==> config.mk <==
export PLATFORM = sky130hd
export DESIGN_NAME = multiword_gcd
export DESIGN_NICKNAME = d
export VERILOG_FILES = /design/src/design/mwgcd_pkg.sv /design/src/design/mwgcd_dp.sv /design/src/design/mwgcd_ctrl.sv /design/src/design/multiword_gcd.sv
export SDC_FILE = /design/constraint.sdc
export NUM_CORES = 2
export LEC_CHECK = 0
export ABC_AREA = 1
export BUFFER_PORTS_ARGS = -buffer_cell sky130_fd_sc_hd__buf_2
export CAP_MARGIN = 20
export CELL_PAD_IN_SITES_DETAIL_PLACEMENT = 1
export CELL_PAD_IN_SITES_GLOBAL_PLACEMENT = 1
export CORE_ASPECT_RATIO = 1.4
export CORE_MARGIN = 2
export CORE_UTILIZATION = 35
export CTS_CLUSTER_SIZE = 25
export DETAILED_ROUTE_END_ITERATION = 16
export PLACE_DENSITY = 0.62
export SLEW_MARGIN = 5
export SYNTH_ARGS = -nofsm -noshare
export SYNTH_HDL_FRONTEND = slang
export SYNTH_SLANG_ARGS = --single-unit
==> constraint.sdc <==
create_clock -name clk -period 5.8 [get_ports clk]
set_clock_uncertainty 0.1 [all_clocks]
set_input_delay 0.87 -clock clk [delete_from_list [all_inputs] [get_ports clk]]
set_output_delay 0.87 -clock clk [all_outputs]
set_load 0.02 [all_outputs]
==> src/design/mwgcd_pkg.sv <==
`default_nettype none
package mwgcd_pkg;
    localparam int NUM_WORDS_DEF = 32;
    localparam int WORD_W        = 32;

    // controller to datapath
    typedef struct packed {
        logic load;     // store input pair at load index
        logic clr_idx;  // restart the word index
        logic inc_idx;  // advance the word index
        logic op_start; // begin a word-serial pass
        logic [2:0] op; // pass kind
    } mwgcd_cmd_t;

    // datapath to controller
    typedef struct packed {
        logic pass_done; // word-serial pass finished
        logic a_zero;
        logic b_zero;
        logic a_odd;
        logic b_odd;
        logic a_gt_b;
        logic idx_last;  // index at last loaded word
        logic full;      // load position at top of store
    } mwgcd_sts_t;

    // pass kinds
    localparam logic [2:0] OP_SCAN  = 3'd0; // zero/compare flags
    localparam logic [2:0] OP_SHRA  = 3'd1;
    localparam logic [2:0] OP_SHRB  = 3'd2;
    localparam logic [2:0] OP_SHRAB = 3'd3;
    localparam logic [2:0] OP_SWAP  = 3'd4;
    localparam logic [2:0] OP_SUB   = 3'd5; // b -= a
    localparam logic [2:0] OP_SHLA  = 3'd6;
    localparam logic [2:0] OP_COPYB = 3'd7; // a = b
endpackage
`default_nettype wire

==> src/design/mwgcd_dp.sv <==
`default_nettype none
module mwgcd_dp #(
    parameter int NUM_WORDS = mwgcd_pkg::NUM_WORDS_DEF
) (
    input  wire logic                   clk,
    input  wire logic                   rst_n,
    input  wire mwgcd_pkg::mwgcd_cmd_t  cmd,
    output mwgcd_pkg::mwgcd_sts_t       sts,
    input  wire logic [31:0]            a_word,
    input  wire logic [31:0]            b_word,
    output logic [31:0]                 out_word
);
    import mwgcd_pkg::*;
    localparam int IW = (NUM_WORDS > 1) ? $clog2(NUM_WORDS) : 1;

    logic [31:0] a_mem [NUM_WORDS];
    logic [31:0] b_mem [NUM_WORDS];
    logic [IW-1:0] len_reg, len_next;      // last loaded index
    logic [IW-1:0] idx_reg;                // pass index
    logic          busy_reg;
    logic [2:0]    op_reg;
    logic          dir_reg;                // 1: walk downward
    logic          carry_reg;              // borrow / shifted bit
    logic          carry2_reg;
    logic          az_reg, bz_reg, gt_reg, lt_reg;
    logic          done_reg;
    logic          nonempty_reg;           // a load happened since last clr
    logic [31:0]   ra, rb, wa, wb;
    logic          nc, nc2, we_a, we_b;
    logic [32:0]   diff;
    logic          pass_end;               // index at the last word of the walk

    assign ra = a_mem[idx_reg];
    assign rb = b_mem[idx_reg];
    assign diff = {1'b0, rb} - {1'b0, ra} - {32'd0, carry_reg};
    assign out_word = ra;
    assign pass_end = (dir_reg && idx_reg == '0) || (!dir_reg && idx_reg == len_reg);

    // per-word operation
    always_comb
    begin
        wa = ra; wb = rb; nc = carry_reg; nc2 = carry2_reg; we_a = 1'b0; we_b = 1'b0;
        unique case (op_reg)
            OP_SCAN:  ;
            OP_SHRA:  begin wa = {carry_reg, ra[31:1]}; nc = ra[0]; we_a = 1'b1; end
            OP_SHRB:  begin wb = {carry_reg, rb[31:1]}; nc = rb[0]; we_b = 1'b1; end
            OP_SHRAB: begin
                wa = {carry_reg, ra[31:1]}; nc = ra[0];
                wb = {carry2_reg, rb[31:1]}; nc2 = rb[0];
                we_a = 1'b1; we_b = 1'b1;
            end
            OP_SWAP:  begin wa = rb; wb = ra; we_a = 1'b1; we_b = 1'b1; end
            OP_SUB:   begin wb = diff[31:0]; nc = diff[32]; we_b = 1'b1; end
            OP_SHLA:  begin wa = {ra[30:0], carry_reg}; nc = ra[31]; we_a = 1'b1; end
            OP_COPYB: begin wa = rb; we_a = 1'b1; end
            default:  ;
        endcase
    end

    // operand stores
    always_ff @(posedge clk)
    begin
        if (cmd.load)
        begin
            a_mem[len_next] <= a_word;
            b_mem[len_next] <= b_word;
        end
        else if (busy_reg)
        begin
            if (we_a) a_mem[idx_reg] <= wa;
            if (we_b) b_mem[idx_reg] <= wb;
        end
    end

    // load position: next free slot
    always_comb
    begin
        len_next = nonempty_reg ? len_reg + IW'(1) : '0;
    end

    always_ff @(posedge clk or negedge rst_n)
    begin
        if (!rst_n)
        begin
            len_reg <= '0; idx_reg <= '0; busy_reg <= 1'b0; op_reg <= OP_SCAN;
            dir_reg <= 1'b0; carry_reg <= 1'b0; carry2_reg <= 1'b0;
            az_reg <= 1'b1; bz_reg <= 1'b1; gt_reg <= 1'b0; lt_reg <= 1'b0;
            done_reg <= 1'b0; nonempty_reg <= 1'b0;
        end
        else
        begin
            done_reg <= busy_reg && !cmd.op_start && pass_end;
            if (cmd.load)
            begin
                len_reg <= len_next;
                nonempty_reg <= 1'b1;
            end
            if (cmd.clr_idx)
            begin
                idx_reg <= '0;
                nonempty_reg <= 1'b0;
            end
            else if (cmd.inc_idx)
                idx_reg <= idx_reg + IW'(1);
            if (cmd.op_start)
            begin
                op_reg <= cmd.op;
                busy_reg <= 1'b1;
                carry_reg <= 1'b0; carry2_reg <= 1'b0;
                az_reg <= 1'b1; bz_reg <= 1'b1; gt_reg <= 1'b0; lt_reg <= 1'b0;
                // right shifts and compare walk from the top word
                priority if (cmd.op == OP_SHRA || cmd.op == OP_SHRB ||
                             cmd.op == OP_SHRAB || cmd.op == OP_SCAN)
                begin
                    dir_reg <= 1'b1; idx_reg <= len_reg;
                end
                else
                begin
                    dir_reg <= 1'b0; idx_reg <= '0;
                end
            end
            else if (busy_reg)
            begin
                carry_reg <= nc; carry2_reg <= nc2;
                if (ra != 32'd0) az_reg <= 1'b0;
                if (rb != 32'd0) bz_reg <= 1'b0;
                // first differing word from the top decides
                if (!gt_reg && !lt_reg)
                begin
                    gt_reg <= ra > rb;
                    lt_reg <= ra < rb;
                end
                if (pass_end)
                    busy_reg <= 1'b0;
                else
                    idx_reg <= dir_reg ? idx_reg - IW'(1) : idx_reg + IW'(1);
            end
        end
    end

    // status: odd bits read word 0 directly; after a scan idx sits at word 0
    assign sts.pass_done = done_reg;
    assign sts.a_zero    = az_reg;
    assign sts.b_zero    = bz_reg;
    assign sts.a_gt_b    = gt_reg;
    assign sts.a_odd     = a_mem[0][0];
    assign sts.b_odd     = b_mem[0][0];
    assign sts.idx_last  = (idx_reg == len_reg);
    assign sts.full      = (len_next == IW'(NUM_WORDS - 1));

`ifndef NO_ASSERTIONS
    a_start_idle: assert property (@(posedge clk) disable iff (!rst_n)
        cmd.op_start |-> !busy_reg) else $error("pass started while busy");
    a_no_load_busy: assert property (@(posedge clk) disable iff (!rst_n)
        cmd.load |-> !busy_reg) else $error("load during pass");
    a_done_pulse: assert property (@(posedge clk) disable iff (!rst_n)
        done_reg |-> !busy_reg) else $error("done while busy");
`endif
endmodule
`default_nettype wire

==> src/design/mwgcd_ctrl.sv <==
`default_nettype none
module mwgcd_ctrl (
    input  wire logic                  clk,
    input  wire logic                  rst_n,
    input  wire logic                  in_valid,
    output logic                       in_stall,
    input  wire logic                  final_in,
    output logic                       out_valid,
    input  wire logic                  out_stall,
    output logic                       final_out,
    output mwgcd_pkg::mwgcd_cmd_t      cmd,
    input  wire mwgcd_pkg::mwgcd_sts_t sts
);
    import mwgcd_pkg::*;

    typedef enum logic [3:0] {
        S_LOAD, S_SCAN0, S_CHK0, S_PRE, S_PREW, S_AODD, S_AODDW,
        S_BEV, S_BEVW, S_CMP, S_CMPW, S_SWAPW, S_SUBW, S_SHL, S_OUT, S_OUTW
    } state_t;

    state_t      state_reg, state_next;
    logic [11:0] shift_reg, shift_next;   // shared-factor count
    logic        start_reg;               // pass in flight flag
    logic        in_acc, out_acc;

    assign in_acc  = in_valid && !in_stall;
    assign out_acc = out_valid && !out_stall;
    assign in_stall = (state_reg != S_LOAD);
    assign out_valid = (state_reg == S_OUT);
    assign final_out = sts.idx_last;

    // next state and commands
    always_comb
    begin
        state_next = state_reg;
        shift_next = shift_reg;
        cmd = '0;
        unique case (state_reg)
            S_LOAD:
                if (in_acc)
                begin
                    cmd.load = 1'b1;
                    if (final_in || sts.full)
                    begin
                        state_next = S_SCAN0;
                        shift_next = '0;
                    end
                end
            // scan starts once the last word and its index are stored
            S_SCAN0:
            begin
                cmd.op_start = 1'b1; cmd.op = OP_SCAN;
                state_next = S_CHK0;
            end
            S_CHK0:
                if (sts.pass_done)
                begin
                    if (sts.a_zero)
                    begin
                        cmd.op_start = 1'b1; cmd.op = OP_COPYB; state_next = S_SHL;
                        shift_next = '0;
                    end
                    else if (sts.b_zero)
                        state_next = S_PRE;
                    else
                        state_next = S_PRE;
                end
            S_PRE:
                if (sts.b_zero || sts.a_odd || sts.b_odd)
                    state_next = S_AODD;
                else
                begin
                    cmd.op_start = 1'b1; cmd.op = OP_SHRAB;
                    shift_next = shift_reg + 12'd1;
                    state_next = S_PREW;
                end
            S_PREW: if (sts.pass_done) state_next = S_PRE;
            S_AODD:
                if (sts.b_zero || sts.a_odd)
                    state_next = S_BEV;
                else
                begin
                    cmd.op_start = 1'b1; cmd.op = OP_SHRA; state_next = S_AODDW;
                end
            S_AODDW: if (sts.pass_done) state_next = S_AODD;
            S_BEV:
                if (sts.b_zero)
                begin
                    // restore shared factors of two, if any
                    if (shift_reg != '0)
                    begin
                        cmd.op_start = 1'b1; cmd.op = OP_SHLA; state_next = S_SHL;
                    end
                    else
                    begin
                        cmd.clr_idx = 1'b1; state_next = S_OUT;
                    end
                end
                else if (sts.b_odd)
                begin
                    cmd.op_start = 1'b1; cmd.op = OP_SCAN; state_next = S_CMPW;
                end
                else
                begin
                    cmd.op_start = 1'b1; cmd.op = OP_SHRB; state_next = S_BEVW;
                end
            S_BEVW: if (sts.pass_done) state_next = S_BEV;
            S_CMP: ;
            S_CMPW:
                if (sts.pass_done)
                begin
                    cmd.op_start = 1'b1;
                    if (sts.a_gt_b)
                    begin
                        cmd.op = OP_SWAP; state_next = S_SWAPW;
                    end
                    else
                    begin
                        cmd.op = OP_SUB; state_next = S_SUBW;
                    end
                end
            S_SWAPW:
                if (sts.pass_done)
                begin
                    cmd.op_start = 1'b1; cmd.op = OP_SUB; state_next = S_SUBW;
                end
            S_SUBW:
                if (sts.pass_done)
                begin
                    // rescan to refresh the zero flag of b
                    cmd.op_start = 1'b1; cmd.op = OP_SCAN; state_next = S_OUTW;
                end
            S_OUTW:
                if (sts.pass_done)
                    state_next = S_BEV;
            S_SHL:
                // a shift pass, or for a zero a the copy of b, was started on entry when the count allows
                if (sts.pass_done || start_reg == 1'b0)
                begin
                    if (shift_reg != '0 && sts.pass_done)
                        shift_next = shift_reg - 12'd1;
                    if ((sts.pass_done && shift_reg > 12'd1))
                    begin
                        cmd.op_start = 1'b1; cmd.op = OP_SHLA;
                    end
                    else
                    begin
                        cmd.clr_idx = 1'b1; state_next = S_OUT;
                    end
                end
            S_OUT:
                if (out_acc)
                begin
                    if (sts.idx_last)
                    begin
                        cmd.clr_idx = 1'b1; state_next = S_LOAD;
                    end
                    else
                        cmd.inc_idx = 1'b1;
                end
            default: state_next = S_LOAD;
        endcase
    end

    always_ff @(posedge clk or negedge rst_n)
    begin
        if (!rst_n)
        begin
            state_reg <= S_LOAD;
            shift_reg <= '0;
            start_reg <= 1'b0;
        end
        else
        begin
            state_reg <= state_next;
            shift_reg <= shift_next;
            if (cmd.op_start) start_reg <= 1'b1;
            else if (sts.pass_done) start_reg <= 1'b0;
        end
    end

`ifndef NO_ASSERTIONS
    a_stall_busy: assert property (@(posedge clk) disable iff (!rst_n)
        out_valid |-> in_stall) else $error("input open while output");
    a_out_after: assert property (@(posedge clk) disable iff (!rst_n)
        (out_acc && final_out) |=> state_reg == S_LOAD) else $error("no return to load");
    a_load_only: assert property (@(posedge clk) disable iff (!rst_n)
        cmd.load |-> state_reg == S_LOAD) else $error("load outside load state");
`endif
endmodule
`default_nettype wire

==> src/design/multiword_gcd.sv <==
`default_nettype none
// channel | signals                                   | direction
// input   | in_valid, in_stall, a_word, b_word, final_in | into block
// output  | out_valid, out_stall, gcd_word, final_out  | out of block
// One word pair is taken per cycle while loading; the final pair starts the gcd
// in the cycle after it is taken. Binary gcd runs as word-serial passes over the operand
// store, and the controller rechecks the low bits between shift passes; the pass
// count scales with the operand bit length.
// Reset clears the controller; operand stores hold no reset value.
// Output words are held stable while out_stall is high; input stalls during work.
module multiword_gcd #(
    parameter int NUM_WORDS = mwgcd_pkg::NUM_WORDS_DEF
) (
    input  wire logic        clk,
    input  wire logic        rst_n,
    input  wire logic        in_valid,
    output logic             in_stall,
    input  wire logic [31:0] a_word,
    input  wire logic [31:0] b_word,
    input  wire logic        final_in,
    output logic             out_valid,
    input  wire logic        out_stall,
    output logic [31:0]      gcd_word,
    output logic             final_out
);
    import mwgcd_pkg::*;

    mwgcd_cmd_t cmd;
    mwgcd_sts_t sts;

    mwgcd_ctrl u_ctrl (
        .clk(clk), .rst_n(rst_n), .in_valid(in_valid), .in_stall(in_stall),
        .final_in(final_in), .out_valid(out_valid), .out_stall(out_stall),
        .final_out(final_out), .cmd(cmd), .sts(sts)
    );

    mwgcd_dp #(.NUM_WORDS(NUM_WORDS)) u_dp (
        .clk(clk), .rst_n(rst_n), .cmd(cmd), .sts(sts),
        .a_word(a_word), .b_word(b_word), .out_word(gcd_word)
    );
endmodule
`default_nettype wire

== Word-level counts from Yosys, hierarchy flattened ==
Memory sizes are Yosys's and may differ from the RTL's.
Cells that the tools add are included.
Storage, ports and cells
  output and inout bits: 35
  RAM bits: 2048
  logic and storage cells: 233
  memories: 2
  bits of input ports: 69
  register bits after elaboration: 40
Operators by class
  reduce and logical (&&, ||, !) cells: 54
  muxes and demuxes: 108
  bitwise logic cells: 1
  eq/ne operators: 42
  add/subtract/negate cells: 7
  $lt $le $gt $ge: 3
Memory list
  u_dp.a_mem: words 32, bits a word 32, read ports 2, clocked after Yosys merged registers in 0, write ports 1, RTL line mwgcd_dp.sv:16  | logic [31:0] a_mem [NUM_WORDS];
  u_dp.b_mem: words 32, bits a word 32, read ports 2, clocked after Yosys merged registers in 0, write ports 1, RTL line mwgcd_dp.sv:17  | logic [31:0] b_mem [NUM_WORDS];
Operators by type and width (count)
  one-hot mux 32 bit (4 select lines): 1
  two-way mux 4 bit: 25
  one-hot mux 32 bit (3 select lines): 1
  two-way mux 12 bit: 7
  two-way mux 32 bit: 2
  nonzero test 32 bit: 2
  OR reduction 32 bit: 2
  one-hot mux 4 bit (14 select lines): 1
  two-way mux 1 bit: 51
  two-way mux 5 bit: 10
  one-hot mux 12 bit (4 select lines): 1
  one-hot mux 4 bit (9 select lines): 1
  subtractor 32 x 32 -> 33 bit: 1
  subtractor 33 x 1 -> 33 bit: 1
  > comparator 32 bit: 1
  less-than comparator 32 bit: 1
  == test 4 bit (second input constant): 7
  inequality test 2 x 1 -> 1 bit (second input constant): 12
  == test 4 x 3 -> 1 bit (second input constant): 4
  AND reduction 14 bit: 1
  nonzero test 14 bit: 1
  nonzero test 2 bit: 7
  adder 12 x 1 -> 12 bit (second input constant): 1
  == test 3 x 2 -> 1 bit (second input constant): 4
  30 further kinds: 70

== Depth between registers and ports, before layout ==
  word-level depth: 11
  gate-level depth with buffers: 34
  mapped depth without buffers: 29

== Hierarchy ==
From an unflattened synthesis, not the netlist that was laid out.
Unflattened totals
  cell total of the unflattened synthesis: 7442
  area total of the unflattened synthesis: 89587.2 um^2
By module, submodules not included
  mwgcd_dp: cells an instance 7110, area each 87732.9 um^2, times used 1, sequential area each 62077.0 um^2
  mwgcd_ctrl: cells an instance 332, area each 1854.3 um^2, times used 1, sequential area each 425.4 um^2

== Worst setup path before layout ==
OpenSTA, ideal clock, no wires.
  kind: reg2reg
  start: register u_dp.idx_reg[0]
  end: memory u_dp.b_mem[0][24] (data pin)
  library setup time: 0.351 ns
  period minus slack after synthesis: 5.103 ns
  path buffers: 4
  data required time: 5.349 ns
  cell stages (with the launch flop): 31
  slack: 0.697 ns
  arrival time: 4.652 ns
  cell sequence: dfrtp_1 > buf_2 > inv_2 > buf_4 > buf_2 > clkbuf_1 > nor2_1 > o22ai_1 > nor2_1 > o211ai_1 > nand2_1 > inv_1 > ha_1 > inv_1 > fa_1 > o21ai_0 > nand2_1 > nand2_1 > o21bai_1 > nand2_1 > nand2_1 > nand3_1 > nand2_1 > nand2_1 > nand2_1 > nand2_1 > nand2_1 > o21ai_0 > a21oi_1 > nor2_1 > nor2_1
Between the ends
  cells in the longest elaborated chain, start to end: 5
  elaborated cells between the ends (all ways): 6
  those cells by class: add/sub (2); mux (2); memory (2)
Ends and longest elaborated chain
  start, declared: RTL line mwgcd_dp.sv:19  | logic [IW-1:0] idx_reg;
  start signal, assigned: RTL line mwgcd_dp.sv:104  | idx_reg <= idx_reg + IW'(1);
  start signal, assigned: RTL line mwgcd_dp.sv:136  | idx_reg <= dir_reg ? idx_reg - IW'(1) : idx_reg + IW'(1);
  memory read (32 x 32 bit)
  net gcd_word[2]: RTL line multiword_gcd.sv:23  | output logic [31:0] gcd_word,
  subtractor 32 x 32 -> 33 bit: RTL line mwgcd_dp.sv:35  | assign diff = {1'b0, rb} - {1'b0, ra} - {32'd0, carry_reg};
  subtractor 33 x 1 -> 33 bit: RTL line mwgcd_dp.sv:35
  one-hot mux 32 bit (4 select lines): RTL line mwgcd_dp.sv:43  | unique case (op_reg)
  two-way mux 32 bit (no source line)
  end, declared: RTL line mwgcd_dp.sv:17
The timed path passes the listed nets, and every way through them passes these cells.

== Worst setup path after layout ==
  start: register u_dp.idx_reg[0]
  end: memory u_dp.b_mem[4][27] (data pin)
Between the ends
  cells in the longest elaborated chain, start to end: 5
  elaborated cells between the ends (all ways): 6
  those cells by class: add/sub (2); mux (2); memory (2)
Ends and longest elaborated chain (RTL line)
  memory read (32 x 32 bit) (on tied branches)
  subtractor 32 x 32 -> 33 bit: mwgcd_dp.sv:35
  subtractor 33 x 1 -> 33 bit: mwgcd_dp.sv:35
  one-hot mux 32 bit (4 select lines) (*): mwgcd_dp.sv:43
  two-way mux 32 bit (no source line) (*)
Every way passes the cells marked *; elsewhere a longest branch is shown, timed or not.

==> results list <==
* Total via count after detailed routing: 65,583
- The startpoint identified for the worst register-to-register timing path is u_dp.idx_reg[0].
* Synth Net Count: 7,648
- The final number of hold-violating endpoints came to 0.
- Input and output buffers added on the ports amount to between 100 and 150.
- The initial antenna violation count came to 6.
- Area overhead of the layout relative to synthesis: 18.5%
- Power spread over the standard cell area amounts to 701 mW/mm^2.
- Detailed router's first-iteration violation count: 5,991
* Post-layout instance count excluding filler cells: 11,443
- Once placement completed, the tool counted placed cells totaling roughly 11,000.
* Number of iterations in the first detailed-routing pass: 7
- Total half-perimeter wirelength after legalization and detailed placement: between 200,000 and 250,000 um
* Mean area per synthesized cell: between 10 and 15 um^2
- Effective utilization at floorplan: 35.2%
- The first global-routing pass estimated just under 500,000 um of wire.
- GRT Residual Overflow: 0
- Final max-slew violation count: 0
- Number of warnings issued by yosys: 0
- Net switching is 44.8% of the power.
* Number of setup violations in the final report: 0
- Summed over all failing endpoints, the final setup total negative slack is 0 ps.
- Combinational logic burns 54.9% of the power.
- Entering global routing, the biggest net connects just over 90 pins.
* Clock power frac: 17.4%
* Worst setup slack after layout: 208 ps
- Worst Setup Path Type: reg -> reg
- The endpoint identified for the worst register-to-register timing path is u_dp.b_mem[4][27].
- On the critical path, the stage with the largest delay is an instance of sky130_fd_sc_hd__dfrtp_4.
- The worst setup path is launched from a flop.
- Clock insertion delay at the later pin of the skew report: roughly 880 ps
- Worst hold-check path type: in -> async
- Average wire length per cell after detail routing: 29.7 um
- On the worst path, the slowest cell contributes a delay of 530 ps.
* Number of register bits inferred by synthesis: 2,088
- Clock sinks: 2,088
- Among all flip-flop cells after synthesis, the most frequent one is sky130_fd_sc_hd__edfxtp_1.
* Aggregate global-route resource usage: 25.7%
- Largest fanout on the critical path: 32
- The netlist uses 59 different library cells.
* Max-Slew Margin vs Limit: 24.2%
- Using the TritonRoute via totals, the vias-per-cell ratio works out to between 5 and 6.
- Leak Pwr: approximately 36 nW
* Final routed wirelength across all metal layers: 339,000 um
- Share of layout cells above drive strength 1: 14.8%
- The detail route stage leaves a number of antenna-violating nets equal to 0.
- Worst Reg2Reg Path Length in Cells: 29
* Transition time at the pin with the least slew margin: 1130 ps
- The initialized floorplan defines 218 standard-cell rows.
- Net switching component of the power: 33.0 mW
- Max-cap check violation count: 0
* Total clock buffers created by CTS: 204
- Ratio of final minimum period to clock period: 96.4%
* Time the worst path needs with I/O delays and setup: 5590 ps
* Net total in the final layout: 8,152
* Final total power: about 74 mW
* Run status: complete, no violations
* Part of the power in registers: 27.6%
* Timing-limited maximum frequency: between 0.15 and 0.2 GHz
- In this run the deepest clock path goes through 4 buffers.
- Internal power comes to 40.7 mW.
* Hold slack: 284 ps
- The floorplan step defined a die boundary enclosing about 0.26 mm^2.
* Number of fillers in the final layout: 26,596
- CTS Root Buffer Type: sky130_fd_sc_hd__clkbuf_16
- The cell area that synthesis handed to floorplanning was 0.0885 mm^2.
- The via count of the first global-routing pass is around 67,000.
- The core region is 0.252 mm^2.
- IR analysis of the VDD net gives a maximum drop of 557 uV.
* R2R setup slack: approximately 210 ps
- After detailed routing, the number of remaining DRC violations is 0.
- Number of ports placed on the die boundary: 104
* Routability congestion estimate: 0.952
* Element type at the critical path end: flop
- Setup repair after global routing left no endpoint under its margin.
- Clock-pin transition on the worst setup and hold timing paths: ~70 ps
* Post-place setup slack: 104 ps
- Data required time at the worst endpoint: 6330 ps
- TritonCTS built the clock tree.
- WP data arrival: about 6100 ps
- The synthesized design contains between 2,000 and 2,500 enable-type register cells.
- Sequential cell area fraction in the yosys report: a little over two thirds
* H-tree depth: 4
* Die outline width: 429 um
- DIE HEIGHT: 599 um
- Ys async rst share: 1.92%
- Post-Synthesis Cells: between 7,000 and 8,000
[worst max path at each step]
stage / from / to / slack [ps]
global placement: u_dp.idx_reg[0] / u_dp.b_mem[11][26] / -80
global route: u_dp.idx_reg[0] / u_dp.b_mem[31][23] / 7
finish: u_dp.idx_reg[0] / u_dp.b_mem[4][27] / 210
floorplan: u_dp.idx_reg[0] / u_dp.b_mem[0][24] / 700
CTS: u_dp.idx_reg[0] / u_dp.b_mem[4][27] / 70
detailed placement: u_dp.idx_reg[0] / u_dp.b_mem[7][27] / 100
[synthesized netlist by cell type (all sizes together) (10+ instances only)]
master  count  area share, %
a21oi     159           0.90
buf       192            1.2
clkbuf    291            1.2
dfrtp      38            1.1
edfxtp   2048             69
fa         17           0.38
ha         82            1.2
inv       292            1.2
nand2     704            3.0
nand3     240            1.4
nand4      10          0.071
nor2     1399            5.9
nor3       24           0.15
o211ai    133            1.1
o21ai    1234            7.0
o221ai     63           0.62
o22ai     444            3.1
or2        12          0.085
[stage by stage]
step | cell area [um^2] | util, %
after floorplan | 88500 | -
after global placement | 98600 | 39.1
after detailed placement | 98700 | 39.2
after CTS | 105000 | 41.6
after global routing | 105000 | 41.7
final | 105000 | 41.7
[power groups by stage]
| stage | Clock (mW) | Sequential, mW | Combinational [mW] |
|---|---|---|---|
| 3_3_place_gp | 0 | 20.6 | 39.1 |
| 6_report | 12.8 | 20.3 | 40.4 |
| 2_1_floorplan | 0 | 20.6 | 19.3 |
| 3_5_place_dp | 0 | 20.6 | 39.7 |
| 5_1_grt | 13.5 | 20.4 | 43.3 |
| 4_1_cts | 13.0 | 20.3 | 39.9 |
[cell families after synthesis]
kind of cell | count (synthesis) | share of synthesized area [%]
DFF | 2088 | 70.6
AOI/OAI and AO/OA | 2098 | 13.4
buffers and inverters | 781 | 3.67
xor gates and xnor gates | 12 | 0.119
and+or+nand+nor | 2400 | 10.7
muxes | 2 | 0.0283
adders and majority gates | 99 | 1.54
[cell type report]
type / instances / area [um^2] / area share [%]
timing repair buffer: 781 / 7420 / 7.07
inverter: 298 / 1150 / 1.09
antenna: 5 / 12.5 / 0.0119
clock buffer: 253 / 5350 / 5.10
sequential: 2088 / 62500 / 59.6
clock inverter: 107 / 843 / 0.803
multi-input combinational: 4611 / 23500 / 22.4
tap: 3300 / 4130 / 3.93
[critical path, delay by kind of cell, from the launching register on]
family | cells | cell delay, ps
AO/OA/AOI/OAI | 9 | 1810
flip-flops | 1 | 530
AND/OR/NAND/NOR | 7 | 580
buffers and inverters | 11 | 1700
adder cells (fa/ha/maj) | 2 | 560
[timing repair]
| action | in CTS | in global routing |
|---|---|---|
| resized for setup | 0 | 11 |
| endpoints found under the setup margin | 0 | 224 |
| buffers inserted | 0 | 0 |
| endpoints found under the hold margin | 0 | 8 |
| hold buffers | 0 | 1 |
[metal layers]
layer,vias to the layer above,track usage (%),part of all wire (%)
met5,-,0,0.0021
met4,2,10.5,4.3
met3,559,3.11,6.3
met2,2482,43.6,49
met1,34283,33.4,41
li1,28257,-,-
[cells in the final DEF, fill, tap and decap left out, types with 8 or more instances in the layout]
cell type | Yosys | routed
sky130_fd_sc_hd__a21oi_1 | 159 | 126
sky130_fd_sc_hd__inv_1 | 284 | 282
sky130_fd_sc_hd__o21ai_0 | 1163 | 1160
sky130_fd_sc_hd__clkinv_1 | 6 | 53
sky130_fd_sc_hd__o21ai_2 | 6 | 10
sky130_fd_sc_hd__a21oi_2 | 0 | 31
sky130_fd_sc_hd__buf_12 | 0 | 138
sky130_fd_sc_hd__clkbuf_1 | 289 | 46
sky130_fd_sc_hd__o221ai_1 | 63 | 63
sky130_fd_sc_hd__nor3_1 | 23 | 22
sky130_fd_sc_hd__nand2_1 | 698 | 698
sky130_fd_sc_hd__ha_1 | 82 | 82
sky130_fd_sc_hd__buf_2 | 140 | 103
sky130_fd_sc_hd__nor2_1 | 1398 | 1325
sky130_fd_sc_hd__o21ai_1 | 65 | 64
sky130_fd_sc_hd__clkinv_2 | 0 | 32
sky130_fd_sc_hd__nor2_2 | 1 | 10
sky130_fd_sc_hd__o211ai_1 | 133 | 133
sky130_fd_sc_hd__dfrtp_1 | 38 | 33
sky130_fd_sc_hd__nor2_4 | 0 | 64
sky130_fd_sc_hd__nand4_1 | 10 | 10
sky130_fd_sc_hd__bufinv_16 | 0 | 12
sky130_fd_sc_hd__fa_1 | 17 | 17
sky130_fd_sc_hd__buf_4 | 10 | 532
sky130_fd_sc_hd__or2_2 | 8 | 8
sky130_fd_sc_hd__o22ai_1 | 444 | 444
sky130_fd_sc_hd__clkbuf_16 | 0 | 207
sky130_fd_sc_hd__nand3_1 | 240 | 240
sky130_fd_sc_hd__edfxtp_1 | 2048 | 2048
No activity file was read; power rests on OpenSTA's default activity.
